**src/rtl/assert_macros.svh**
```systemverilog
// assertion macros used by the parser rtl
// depends on nothing; included by files that carry assertions
`ifndef ASSERT_MACROS_SVH
`define ASSERT_MACROS_SVH

// same-cycle implication, disabled during reset
`define GUP_ASSERT_IMPL(label, clk, rst_n, ante, cons) \
    label: assert property (@(posedge clk) disable iff (!rst_n) (ante) |-> (cons)) \
        else $error("gup assertion failed");

// next-cycle implication, disabled during reset
`define GUP_ASSERT_NEXT(label, clk, rst_n, ante, cons) \
    label: assert property (@(posedge clk) disable iff (!rst_n) (ante) |=> (cons)) \
        else $error("gup assertion failed");

`endif

```
**src/rtl/gup_pkg.sv**
```systemverilog
// package for the guid hex text parser: widths, character codes, decoded word type
// depends on nothing
package gup_pkg;

    localparam int CHAR_W       = 8;
    localparam int HALF_W       = 64;
    localparam int COUNT_W      = 6;
    localparam int DIGIT_W      = 4;

    localparam logic [COUNT_W-1:0] TOTAL_DIGITS = 6'd32;
    localparam logic [COUNT_W-1:0] DASH_POS_A   = 6'd8;
    localparam logic [COUNT_W-1:0] DASH_POS_B   = 6'd12;
    localparam logic [COUNT_W-1:0] DASH_POS_C   = 6'd16;
    localparam logic [COUNT_W-1:0] DASH_POS_D   = 6'd20;

    localparam logic [CHAR_W-1:0] DASH_CHAR    = 8'h2D;
    localparam logic [CHAR_W-1:0] SPACE_CHAR   = 8'h20;
    localparam logic [CHAR_W-1:0] TAB_CHAR     = 8'h09;
    localparam logic [CHAR_W-1:0] CR_CHAR      = 8'h0D;
    localparam logic [CHAR_W-1:0] ZERO_CHAR    = 8'h30;
    localparam logic [CHAR_W-1:0] NINE_CHAR    = 8'h39;
    localparam logic [CHAR_W-1:0] UPPER_A_CHAR = 8'h41;
    localparam logic [CHAR_W-1:0] UPPER_F_CHAR = 8'h46;
    localparam logic [CHAR_W-1:0] LOWER_A_CHAR = 8'h61;
    localparam logic [CHAR_W-1:0] LOWER_F_CHAR = 8'h66;

    typedef struct packed {
        logic               is_hex;
        logic [DIGIT_W-1:0] hex_val;
        logic               is_dash;
        logic               is_space;
        logic               is_blank;
        logic               first;
        logic               last;
    } char_info_t;

endpackage

```
**src/rtl/gup_if.sv**
```systemverilog
// valid/ready word channels of the guid hex text parser
// depends on gup_pkg
interface gup_char_if;
    logic                       valid;
    logic                       ready;
    logic [gup_pkg::CHAR_W-1:0] char_code;
    logic                       first_char;
    logic                       last_char;

    modport source (output valid, char_code, first_char, last_char, input ready);
    modport sink (input valid, char_code, first_char, last_char, output ready);
endinterface

interface gup_guid_if;
    logic                       valid;
    logic                       ready;
    logic [gup_pkg::HALF_W-1:0] guid_high;
    logic [gup_pkg::HALF_W-1:0] guid_low;
    logic                       parse_ok;

    modport source (output valid, guid_high, guid_low, parse_ok, input ready);
    modport sink (input valid, guid_high, guid_low, parse_ok, output ready);
endinterface

```
**src/rtl/guid_hex_text_parser_top.sv**
```systemverilog
// path: a word is held in the input register, then its result in the result register
// throughput: one character word per cycle, stalling only while a result waits at the output
// reset (async, active low): start of a text, no result pending, input register empty
// top level of the guid hex text parser
// depends on gup_pkg, gup_if, gup_char_decode, gup_parse_core
module guid_hex_text_parser_top (
    input  logic      clk,
    input  logic      rst_n,
    gup_char_if.sink  chars,
    gup_guid_if.source guid
);
    import gup_pkg::*;

    char_info_t dec_info;
    char_info_t info_reg, info_next;
    logic       in_vld_reg, in_vld_next;
    logic       core_ready;

    gup_char_decode u_decode (
        .char_code  (chars.char_code),
        .first_char (chars.first_char),
        .last_char  (chars.last_char),
        .info       (dec_info)
    );

    assign chars.ready = !in_vld_reg || core_ready;

    always_comb
    begin
        in_vld_next = chars.ready ? chars.valid : in_vld_reg;
        info_next   = (chars.ready && chars.valid) ? dec_info : info_reg;
    end

    always_ff @(posedge clk or negedge rst_n)
    begin
        if (!rst_n)
        begin
            in_vld_reg <= 1'b0;
        end
        else
        begin
            in_vld_reg <= in_vld_next;
        end
    end

    always_ff @(posedge clk)
    begin
        info_reg <= info_next;
    end

    gup_parse_core u_core (
        .clk      (clk),
        .rst_n    (rst_n),
        .in_valid (in_vld_reg),
        .in_info  (info_reg),
        .in_ready (core_ready),
        .guid     (guid)
    );

endmodule

```
**src/rtl/gup_char_decode.sv**
```systemverilog
// character classifier: hex digit value, dash, space, whitespace
// depends on gup_pkg
module gup_char_decode (
    input  logic [gup_pkg::CHAR_W-1:0] char_code,
    input  logic                       first_char,
    input  logic                       last_char,
    output gup_pkg::char_info_t        info
);
    import gup_pkg::*;

    logic is_num;
    logic is_upper;
    logic is_lower;

    always_comb
    begin
        is_num   = (char_code >= ZERO_CHAR) && (char_code <= NINE_CHAR);
        is_upper = (char_code >= UPPER_A_CHAR) && (char_code <= UPPER_F_CHAR);
        is_lower = (char_code >= LOWER_A_CHAR) && (char_code <= LOWER_F_CHAR);

        info.is_hex   = is_num || is_upper || is_lower;
        // letters a..f sit at low nibble 1..6 in both cases
        info.hex_val  = is_num ? char_code[DIGIT_W-1:0]
                               : DIGIT_W'(char_code[DIGIT_W-1:0] + DIGIT_W'(9));
        info.is_dash  = (char_code == DASH_CHAR);
        info.is_space = (char_code == SPACE_CHAR);
        info.is_blank = (char_code == SPACE_CHAR)
                     || ((char_code >= TAB_CHAR) && (char_code <= CR_CHAR));
        info.first    = first_char;
        info.last     = last_char;
    end

endmodule

```
**src/rtl/gup_parse_core.sv**
```systemverilog
// parse state, identifier shift register and result register
// depends on gup_pkg, gup_if, assert_macros.svh
`include "assert_macros.svh"

module gup_parse_core (
    input  logic                clk,
    input  logic                rst_n,
    input  logic                in_valid,
    input  gup_pkg::char_info_t in_info,
    output logic                in_ready,
    gup_guid_if.source          guid
);
    import gup_pkg::*;

    logic [COUNT_W-1:0] count_reg, count_next;
    logic [HALF_W-1:0]  acc_high_reg, acc_high_next;
    logic [HALF_W-1:0]  acc_low_reg, acc_low_next;
    logic               lead_reg, lead_next;
    logic               done_reg, done_next;

    logic               out_vld_reg, out_vld_next;
    logic [HALF_W-1:0]  out_high_reg, out_high_next;
    logic [HALF_W-1:0]  out_low_reg, out_low_next;
    logic               out_ok_reg, out_ok_next;

    logic               fire;
    logic               emit;
    logic               emit_ok;
    logic               dash_ok;
    logic [COUNT_W-1:0] count_cur;
    logic [COUNT_W-1:0] count_inc;
    logic [HALF_W-1:0]  high_cur;
    logic [HALF_W-1:0]  low_cur;
    logic               lead_cur;
    logic               done_cur;

    assign fire     = in_valid && (!out_vld_reg || guid.ready);
    assign in_ready = fire;

    always_comb
    begin
        // first mark restarts the text before this word is looked at
        count_cur = in_info.first ? '0 : count_reg;
        high_cur  = in_info.first ? '0 : acc_high_reg;
        low_cur   = in_info.first ? '0 : acc_low_reg;
        lead_cur  = in_info.first ? 1'b1 : lead_reg;
        done_cur  = in_info.first ? 1'b0 : done_reg;
        count_inc = COUNT_W'(count_cur + COUNT_W'(1));
        dash_ok   = (count_cur == DASH_POS_A) || (count_cur == DASH_POS_B)
                 || (count_cur == DASH_POS_C) || (count_cur == DASH_POS_D);

        count_next    = count_cur;
        acc_high_next = high_cur;
        acc_low_next  = low_cur;
        lead_next     = lead_cur;
        emit          = 1'b0;
        emit_ok       = 1'b0;

        if (done_cur)
        begin
            emit = 1'b0;
        end
        else if (lead_cur && in_info.is_blank)
        begin
            emit = in_info.last;
        end
        else
        begin
            lead_next = 1'b0;
            if (in_info.is_hex)
            begin
                acc_high_next = {high_cur[HALF_W-DIGIT_W-1:0], low_cur[HALF_W-1 -: DIGIT_W]};
                acc_low_next  = {low_cur[HALF_W-DIGIT_W-1:0], in_info.hex_val};
                count_next    = count_inc;
                if (count_inc == TOTAL_DIGITS)
                begin
                    emit    = 1'b1;
                    emit_ok = 1'b1;
                end
                else
                begin
                    emit = in_info.last;
                end
            end
            else if (in_info.is_dash)
            begin
                emit = !dash_ok || in_info.last;
            end
            else if (in_info.is_space)
            begin
                emit = in_info.last;
            end
            else
            begin
                emit = 1'b1;
            end
        end

        done_next = done_cur || emit;

        out_high_next = emit_ok ? acc_high_next : '0;
        out_low_next  = emit_ok ? acc_low_next : '0;
        out_ok_next   = emit_ok;
        out_vld_next  = fire ? emit : (out_vld_reg && !guid.ready);
    end

    always_ff @(posedge clk or negedge rst_n)
    begin
        if (!rst_n)
        begin
            count_reg    <= '0;
            acc_high_reg <= '0;
            acc_low_reg  <= '0;
            lead_reg     <= 1'b1;
            done_reg     <= 1'b0;
            out_vld_reg  <= 1'b0;
        end
        else
        begin
            out_vld_reg <= out_vld_next;
            if (fire)
            begin
                count_reg    <= count_next;
                acc_high_reg <= acc_high_next;
                acc_low_reg  <= acc_low_next;
                lead_reg     <= lead_next;
                done_reg     <= done_next;
            end
        end
    end

    always_ff @(posedge clk)
    begin
        if (fire && emit)
        begin
            out_high_reg <= out_high_next;
            out_low_reg  <= out_low_next;
            out_ok_reg   <= out_ok_next;
        end
    end

    assign guid.valid     = out_vld_reg;
    assign guid.guid_high = out_high_reg;
    assign guid.guid_low  = out_low_reg;
    assign guid.parse_ok  = out_ok_reg;

    `GUP_ASSERT_IMPL(a_fail_zero, clk, rst_n,
        out_vld_reg && !out_ok_reg, (out_high_reg == '0) && (out_low_reg == '0))
    `GUP_ASSERT_NEXT(a_emit_done, clk, rst_n, fire && emit, done_reg)
    `GUP_ASSERT_NEXT(a_ok_count, clk, rst_n, fire && emit_ok, count_reg == TOTAL_DIGITS)
    `GUP_ASSERT_IMPL(a_done_quiet, clk, rst_n, fire && done_reg && !in_info.first, !emit)

endmodule

```
**src/flat_wrapper.sv**
```systemverilog
// flat-port wrapper written by rule: the top's interface ports become plain ports
module guid_hex_text_parser_top_flat import gup_pkg::*;
  (clk, rst_n, chars_valid, chars_char_code, chars_first_char, chars_last_char, chars_ready, guid_valid, guid_guid_high, guid_guid_low, guid_parse_ok, guid_ready);
  gup_char_if chars_i ();
  gup_guid_if guid_i ();
  input  logic clk;
  input  logic rst_n;
  input wire logic [$bits(chars_i.valid)-1:0] chars_valid;
  input wire logic [$bits(chars_i.char_code)-1:0] chars_char_code;
  input wire logic [$bits(chars_i.first_char)-1:0] chars_first_char;
  input wire logic [$bits(chars_i.last_char)-1:0] chars_last_char;
  output wire logic [$bits(chars_i.ready)-1:0] chars_ready;
  output wire logic [$bits(guid_i.valid)-1:0] guid_valid;
  output wire logic [$bits(guid_i.guid_high)-1:0] guid_guid_high;
  output wire logic [$bits(guid_i.guid_low)-1:0] guid_guid_low;
  output wire logic [$bits(guid_i.parse_ok)-1:0] guid_parse_ok;
  input wire logic [$bits(guid_i.ready)-1:0] guid_ready;
  assign chars_i.valid = chars_valid;
  assign chars_i.char_code = chars_char_code;
  assign chars_i.first_char = chars_first_char;
  assign chars_i.last_char = chars_last_char;
  assign chars_ready = chars_i.ready;
  assign guid_valid = guid_i.valid;
  assign guid_guid_high = guid_i.guid_high;
  assign guid_guid_low = guid_i.guid_low;
  assign guid_parse_ok = guid_i.parse_ok;
  assign guid_i.ready = guid_ready;
  guid_hex_text_parser_top u_core (.clk(clk), .rst_n(rst_n), .chars(chars_i), .guid(guid_i));
endmodule
```
**config.mk**
```make
export PLATFORM = sky130hd
export DESIGN_NAME = guid_hex_text_parser_top_flat
export DESIGN_NICKNAME = d
export VERILOG_FILES = /design/src/rtl/gup_pkg.sv /design/src/rtl/gup_if.sv /design/src/rtl/guid_hex_text_parser_top.sv /design/src/rtl/gup_char_decode.sv /design/src/rtl/gup_parse_core.sv /design/src/flat_wrapper.sv
export VERILOG_INCLUDE_DIRS = /design/src /design/src/rtl
export SDC_FILE = /design/constraint.sdc
export NUM_CORES = 1
export LEC_CHECK = 0
export BUFFER_PORTS_ARGS = -buffer_cell sky130_fd_sc_hd__buf_2
export CELL_PAD_IN_SITES_DETAIL_PLACEMENT = 0
export CELL_PAD_IN_SITES_GLOBAL_PLACEMENT = 2
export CORE_MARGIN = 1.5
export CORE_UTILIZATION = 41
export DETAILED_ROUTE_END_ITERATION = 8
export PLACE_DENSITY = 0.82
export SKIP_CTS_REPAIR_TIMING = 1
export SYNTH_ARGS = -nofsm -noshare
export SYNTH_HDL_FRONTEND = slang
export SYNTH_SLANG_ARGS = --single-unit
```
**constraint.sdc**
```tcl
create_clock -name clk -period 28.7 [get_ports clk]
set_input_delay 5.74 -clock clk [delete_from_list [all_inputs] [get_ports clk]]
set_output_delay 5.74 -clock clk [all_outputs]
set_load 0.01 [all_outputs]
```
-- After elaboration in Yosys (flattened, before gate mapping)
Cells that the tools add are included.
- add/subtract/negate cells: 2
- multiply operators: 0
- div/mod/pow operators: 0
- order comparisons: 8
- equal/unequal tests: 7
- shift operators: 0
- multiplexer cells: 28
- bitwise logic cells: 0
- reductions and logical operators: 23
- operators with widths (kind ; number):
    64-bit two-way mux ; 8
    6-bit two-way mux ; 4
    8-bit by 6-bit equality test with 1-bit output, second input constant ; 2
    8-bit by 7-bit greater-or-equal comparator with 1-bit output, second input constant ; 2
    8-bit by 7-bit <= comparator with 1-bit output, second input constant ; 2
    1-bit two-way mux ; 15
    6-bit by 4-bit equality test with 1-bit output, second input constant ; 2
    6-bit by 5-bit equality test with 1-bit output, second input constant ; 2
    1-bit logical OR ; 10
    1-bit logical AND ; 9
    8-bit by 4-bit greater-or-equal comparator with 1-bit output, second input constant ; 1
    8-bit by 6-bit greater-or-equal comparator with 1-bit output, second input constant ; 1
    8-bit by 4-bit <= comparator with 1-bit output, second input constant ; 1
    8-bit by 6-bit <= comparator with 1-bit output, second input constant ; 1
    6-bit by 1-bit adder with 6-bit output, second input constant ; 1
    6-bit equality test, second input constant ; 1
    4-bit adder, second input constant ; 1
    1-bit logical NOT ; 4
    4-bit two-way mux ; 1
- register bits after elaboration: 277
- bits in latches: 0
- memory bits (writable): 0
- memory bits (read-only): 0
- input port bits: 14
- output and inout port bits: 131
- word-level logic and storage cells: 85
- memories kept: 0

-- Longest topological paths before layout
- depth in word-level cells: 12
- depth in mapped cells: 8
- gate-level depth less buffers: 6

-- Cells and area by module
From an unflattened synthesis, not the netlist that was laid out.
- cells, all modules: 1112
- area, all modules: 12369.4 µm²
- by module, submodules not included (module ; times used ; cells an instance ; area an instance (µm²) ; sequential area each (µm²)):
    gup_parse_core ; 1 ; 1060 ; 11743.8 ; 7203.2
    guid_hex_text_parser_top ; 1 ; 14 ; 354.1 ; 325.3
    gup_char_decode ; 1 ; 38 ; 271.5 ; 0.0

-- Worst setup path after synthesis
Ideal clock, no wire load.
- path kind: input to register
- start point: in guid_ready
- end point: reg u_core.u_core.out_high_reg[0], in the netlist u_core.u_core.guid.guid_high[0] (enable)
- setup time: 0.795 ns
- data arrival time: 15.386 ns
- required time: 27.905 ns
- slack: 12.519 ns
- stages: 5
- path buffers: 1
- path through: nor2b_1 nor2_1 buf_2 nand3_1 o21ai_0
- cells in the longest elaborated chain, start to end: 3
- RTL lines (item ; RTL line ; text):
    start: declaration ; flat_wrapper.sv:17 ; input wire logic [$bits(guid_i.ready)-1:0] guid_ready;
    1-bit logical OR ; gup_parse_core.sv:37 ; assign fire = in_valid && (!out_vld_reg || guid.ready);
    1-bit logical AND ; gup_parse_core.sv:37 ;
    1-bit logical AND ; gup_parse_core.sv:134 ; if (fire && emit)
    end signal: assignment ; gup_parse_core.sv:136 ; out_high_reg <= out_high_next;
    end: declaration ; gup_parse_core.sv:22 ; logic [HALF_W-1:0] out_high_reg, out_high_next;
No other way between the ends.
A chain may end at the register's enable or synchronous reset.

-- Worst setup path in the final report
- start point: in guid_ready
- end point: out chars_ready
- cells in the longest elaborated chain, start to end: 3
- RTL lines (item ; RTL line ; text):
    1-bit logical OR ; gup_parse_core.sv:37 ;
    1-bit logical AND ; gup_parse_core.sv:37 ;
    1-bit logical OR ; guid_hex_text_parser_top.sv:26 ; assign chars.ready = !in_vld_reg || core_ready;
    end: declaration ; flat_wrapper.sv:12 ; output wire logic [$bits(chars_i.ready)-1:0] chars_ready;
No other way between the ends.

==> impl_metrics.py <==
metrics = {
    "synth": {
        "synth_top_cells_by_area": "edfxtp_1 35%, dfrtp_1 28%, nand3_1 10%",
        "post_synth_mux_area_share_pct": 0.179,
        "xor_xnor_portion_of_the_synthesized_cell_area_pct": 0.295,
        "commonest_cells_post_synth": "244 x nand3_1, 139 x edfxtp_1, 133 x dfrtp_1, 130 x and2_1, 127 x nand2_1",
        "postSynth.topFlopCell": "edfxtp_1",
        "post_synthesis_cell_area_sq_um": 11900,
        "post_synth_inst_count": 1078,
        "synth_warnings": 0,
        "yosys.area_share.adder_pct": 0.422,
        "largest_family_of_logic_cells_by_synthesized_area": "simple AND/OR/NAND/NOR gates",
        "yosysMostFrequentCell": "nand3_1",
        "post_synth.cell_area_avg_sq_um": 11.0,
        "ys_ff_latch": 273,
        "async_reset_ff_share_pct": 49.1,
        "post_synth_num_cell_types": 48,
        "syn_nets": 1096,
        "synthDominantAreaCellType": "edfxtp_1",
        "synth.yosys.seq_area_share_pct": 63.5,
        "number_of_flops_mapped_to_enable_cells_by_yosys": 139,
        "yosys.area_share.simple_pct": 29.2,
        "share_of_the_synthesized_area_in_compound_gates_ao_oa_aoi_oai_pct": 2.12,
        "netlist.area_leader.share_pct": 35.2,
    },
    "cts": {
        "cts_max_level": 1,
        "clk_path_buf_depth": 3,
        "numCtsBuffers": 29,
        "clk_pin_slew_ns": 0.06,
        "cts_sinks": 273,
        "cts.root.buffer_cell": "clkbuf_16",
        "clock_tree_from_tritoncts": "yes",
        "clock_latency_late_sink_ns": 0.55,
    },
    "sta": {
        "final_setup_skew_ns": 0.0234,
        "share_of_the_cycle_needed_by_the_critical_path_after_routing_pct": 43.3,
        "finalSetupViolCount": 0,
        "slew_headroom_pct": 20.5,
        "timing.final.hold_violations": 0,
        "slew_violations": 0,
        "fin_setup_tns_ns": 0,
        "max_clock_freq_ghz": 0.0805,
        "grt_setup_unrepaired": "no",
        "min_cycle_time_layout_ns": 12.42,
        "actual_transition_at_the_worst_max_transition_pin_ns": 1.19,
    },
    "floorplan": {
        "die_x_um": 173,
        "floorplan.die.height_um": 173,
        "top_level_ports": 145,
        "core_sq_um": 28600,
        "rows": 62,
        "start_util_pct": 41.4,
        "die-area_sq_um": 30000,
    },
    "power": {
        "power_per_cell_area_nw_per_um2": 86.5,
        "leakagePower_uw": 0.00574,
        "post-layout-total-power_uw": 1180,
        "vdd.ir_drop.worst_mv": 0.0472,
    },
    "worst_hold_path": {
        "hold_class": "register to register",
    },
    "global_route": {
        "globalRoute.busiestLayer": "met2",
        "met3_usage_pct": 2.07,
        "grt.met2_usage_pct": 27.0,
        "pin_count_of_the_biggest_net_entering_global_routing": 141,
        "first_global_vias": 7869,
        "initial_antenna_violation_count": 0,
        "grtUsageMet1_pct": 25.8,
        "grt_use_total_pct": 17.3,
        "grt_pass1_wl_um": 42800,
        "grt.overflow.total": 0,
    },
    "layout": {
        "postLayoutCoreUtil_pct": 47.6,
        "layout-drive-gt1-share_pct": 17.5,
        "antenna_diode_instance_count": 0,
        "synthToLayoutAreaGrowth_pct": 14.8,
        "final_nets": 1180,
    },
    "critical_path": {
        "critical_path.max_fanout": 5,
        "critical_path.startpoint_type": "primary input",
        "worst-endpoint-arrival_ns": 6.68,
        "critical_path_required_ns": 22.96,
        "crit_type": "primary input to primary output",
        "critPathCaptureType": "primary output",
    },
    "placement": {
        "final_gp_congestion": 0.732,
        "buffer_ports.inserted": 144,
        "estimated_wirelength_of_the_detail_placed_design_um": 14200,
    },
    "drt": {
        "drt.antenna.violating_nets": 0,
        "vias": 8432,
        "detail_route.wl_per_cell_um": 17.0,
        "detail_route.first_pass.iterations": 5,
        "vias_per_cell": 5.37,
        "drc": 0,
        "initial_drc_count": 698,
        "finalWirelength_um": 26600,
    },
    "flow_run": {
        "drv.max_cap_violation_count": 0,
    },
    "outcome": {
        "run_status": "completed",
    },
}
worst paths after layout:
path                                                       startpoint                                        endpoint  slack [ns]  cells past startpoint
max reg2reg                        u_core.u_core.guid.valid$_DFF_PN0_  u_core.u_core.guid.guid_high[29]$_SDFFCE_PN0P_       24.72                      6
max in group asynchronous                                       rst_n      u_core.u_core.acc_high_reg[23]$_DFFE_PN0P_       22.07                      2
min reg2reg                u_core.u_core.acc_high_reg[57]$_DFFE_PN0P_      u_core.u_core.acc_high_reg[57]$_DFFE_PN0P_        0.49                      2
max                                                        guid_ready                                     chars_ready       16.28                      4
min                        u_core.u_core.acc_high_reg[57]$_DFFE_PN0P_      u_core.u_core.acc_high_reg[57]$_DFFE_PN0P_        0.49                      2
min in group asynchronous                                       rst_n       u_core.u_core.acc_low_reg[19]$_DFFE_PN0P_        5.19                      1
placed cells by master (no fill, tap or decap), types with 9 or more instances in the layout:
cell type	count
nand3_1	244
buf_2	143
nand4_1	123
and2_1	130
edfxtp_1	139
buf_4	9
clkbuf_16	29
dfrtp_1	133
nand2_1	126
cell families after synthesis:
family / Yosys count
simple gates: 653
flops: 273
buf+inv: 108
compound gates: 34
xor+xnor: 4
fa+ha+maj: 4
mux: 2
where the power goes:
group / switching [uW] / internal [uW] / leakage, uW
clock network: 151 / 211 / 0.000451
logic: 120 / 70.0 / 0.00219
registers: 97.3 / 528 / 0.00311
worst max-delay path, cell delays in order:
cell and delay, ns:
buf_2 0.10, nor2b_1 0.50, nand2_1 0.17, buf_2 0.18
per-stage QoR:
step	cells	hold slack (ns)	cell area, sq um	setup slack, ns
floorplan	1078	0.464	11900	12.52
global placement	1515	0.477	12700	16.32
detailed placement	1515	0.483	12700	16.32
CTS	1569	0.497	13600	16.30
global route	1569	0.528	13600	16.24
finish	1569	0.494	13600	16.28
per-layer routing:
metal  wire [um]  part of all wire [%]
met3        1100                   4.1
met1       12600                    47
met4         475                   1.8
met5           0                     0
met2       12500                    47
cell type report:
cell class / count / area, sq um
repair buffers: 153 / 795
flip-flops and latches: 273 / 7530
clock inverters: 15 / 125
multi-input cells: 697 / 3860
well taps: 384 / 480
fillers: 2627 / 15000
clock buffers: 39 / 793
inverters: 8 / 35.0
Note: power is estimated with default switching activity, not from simulation.
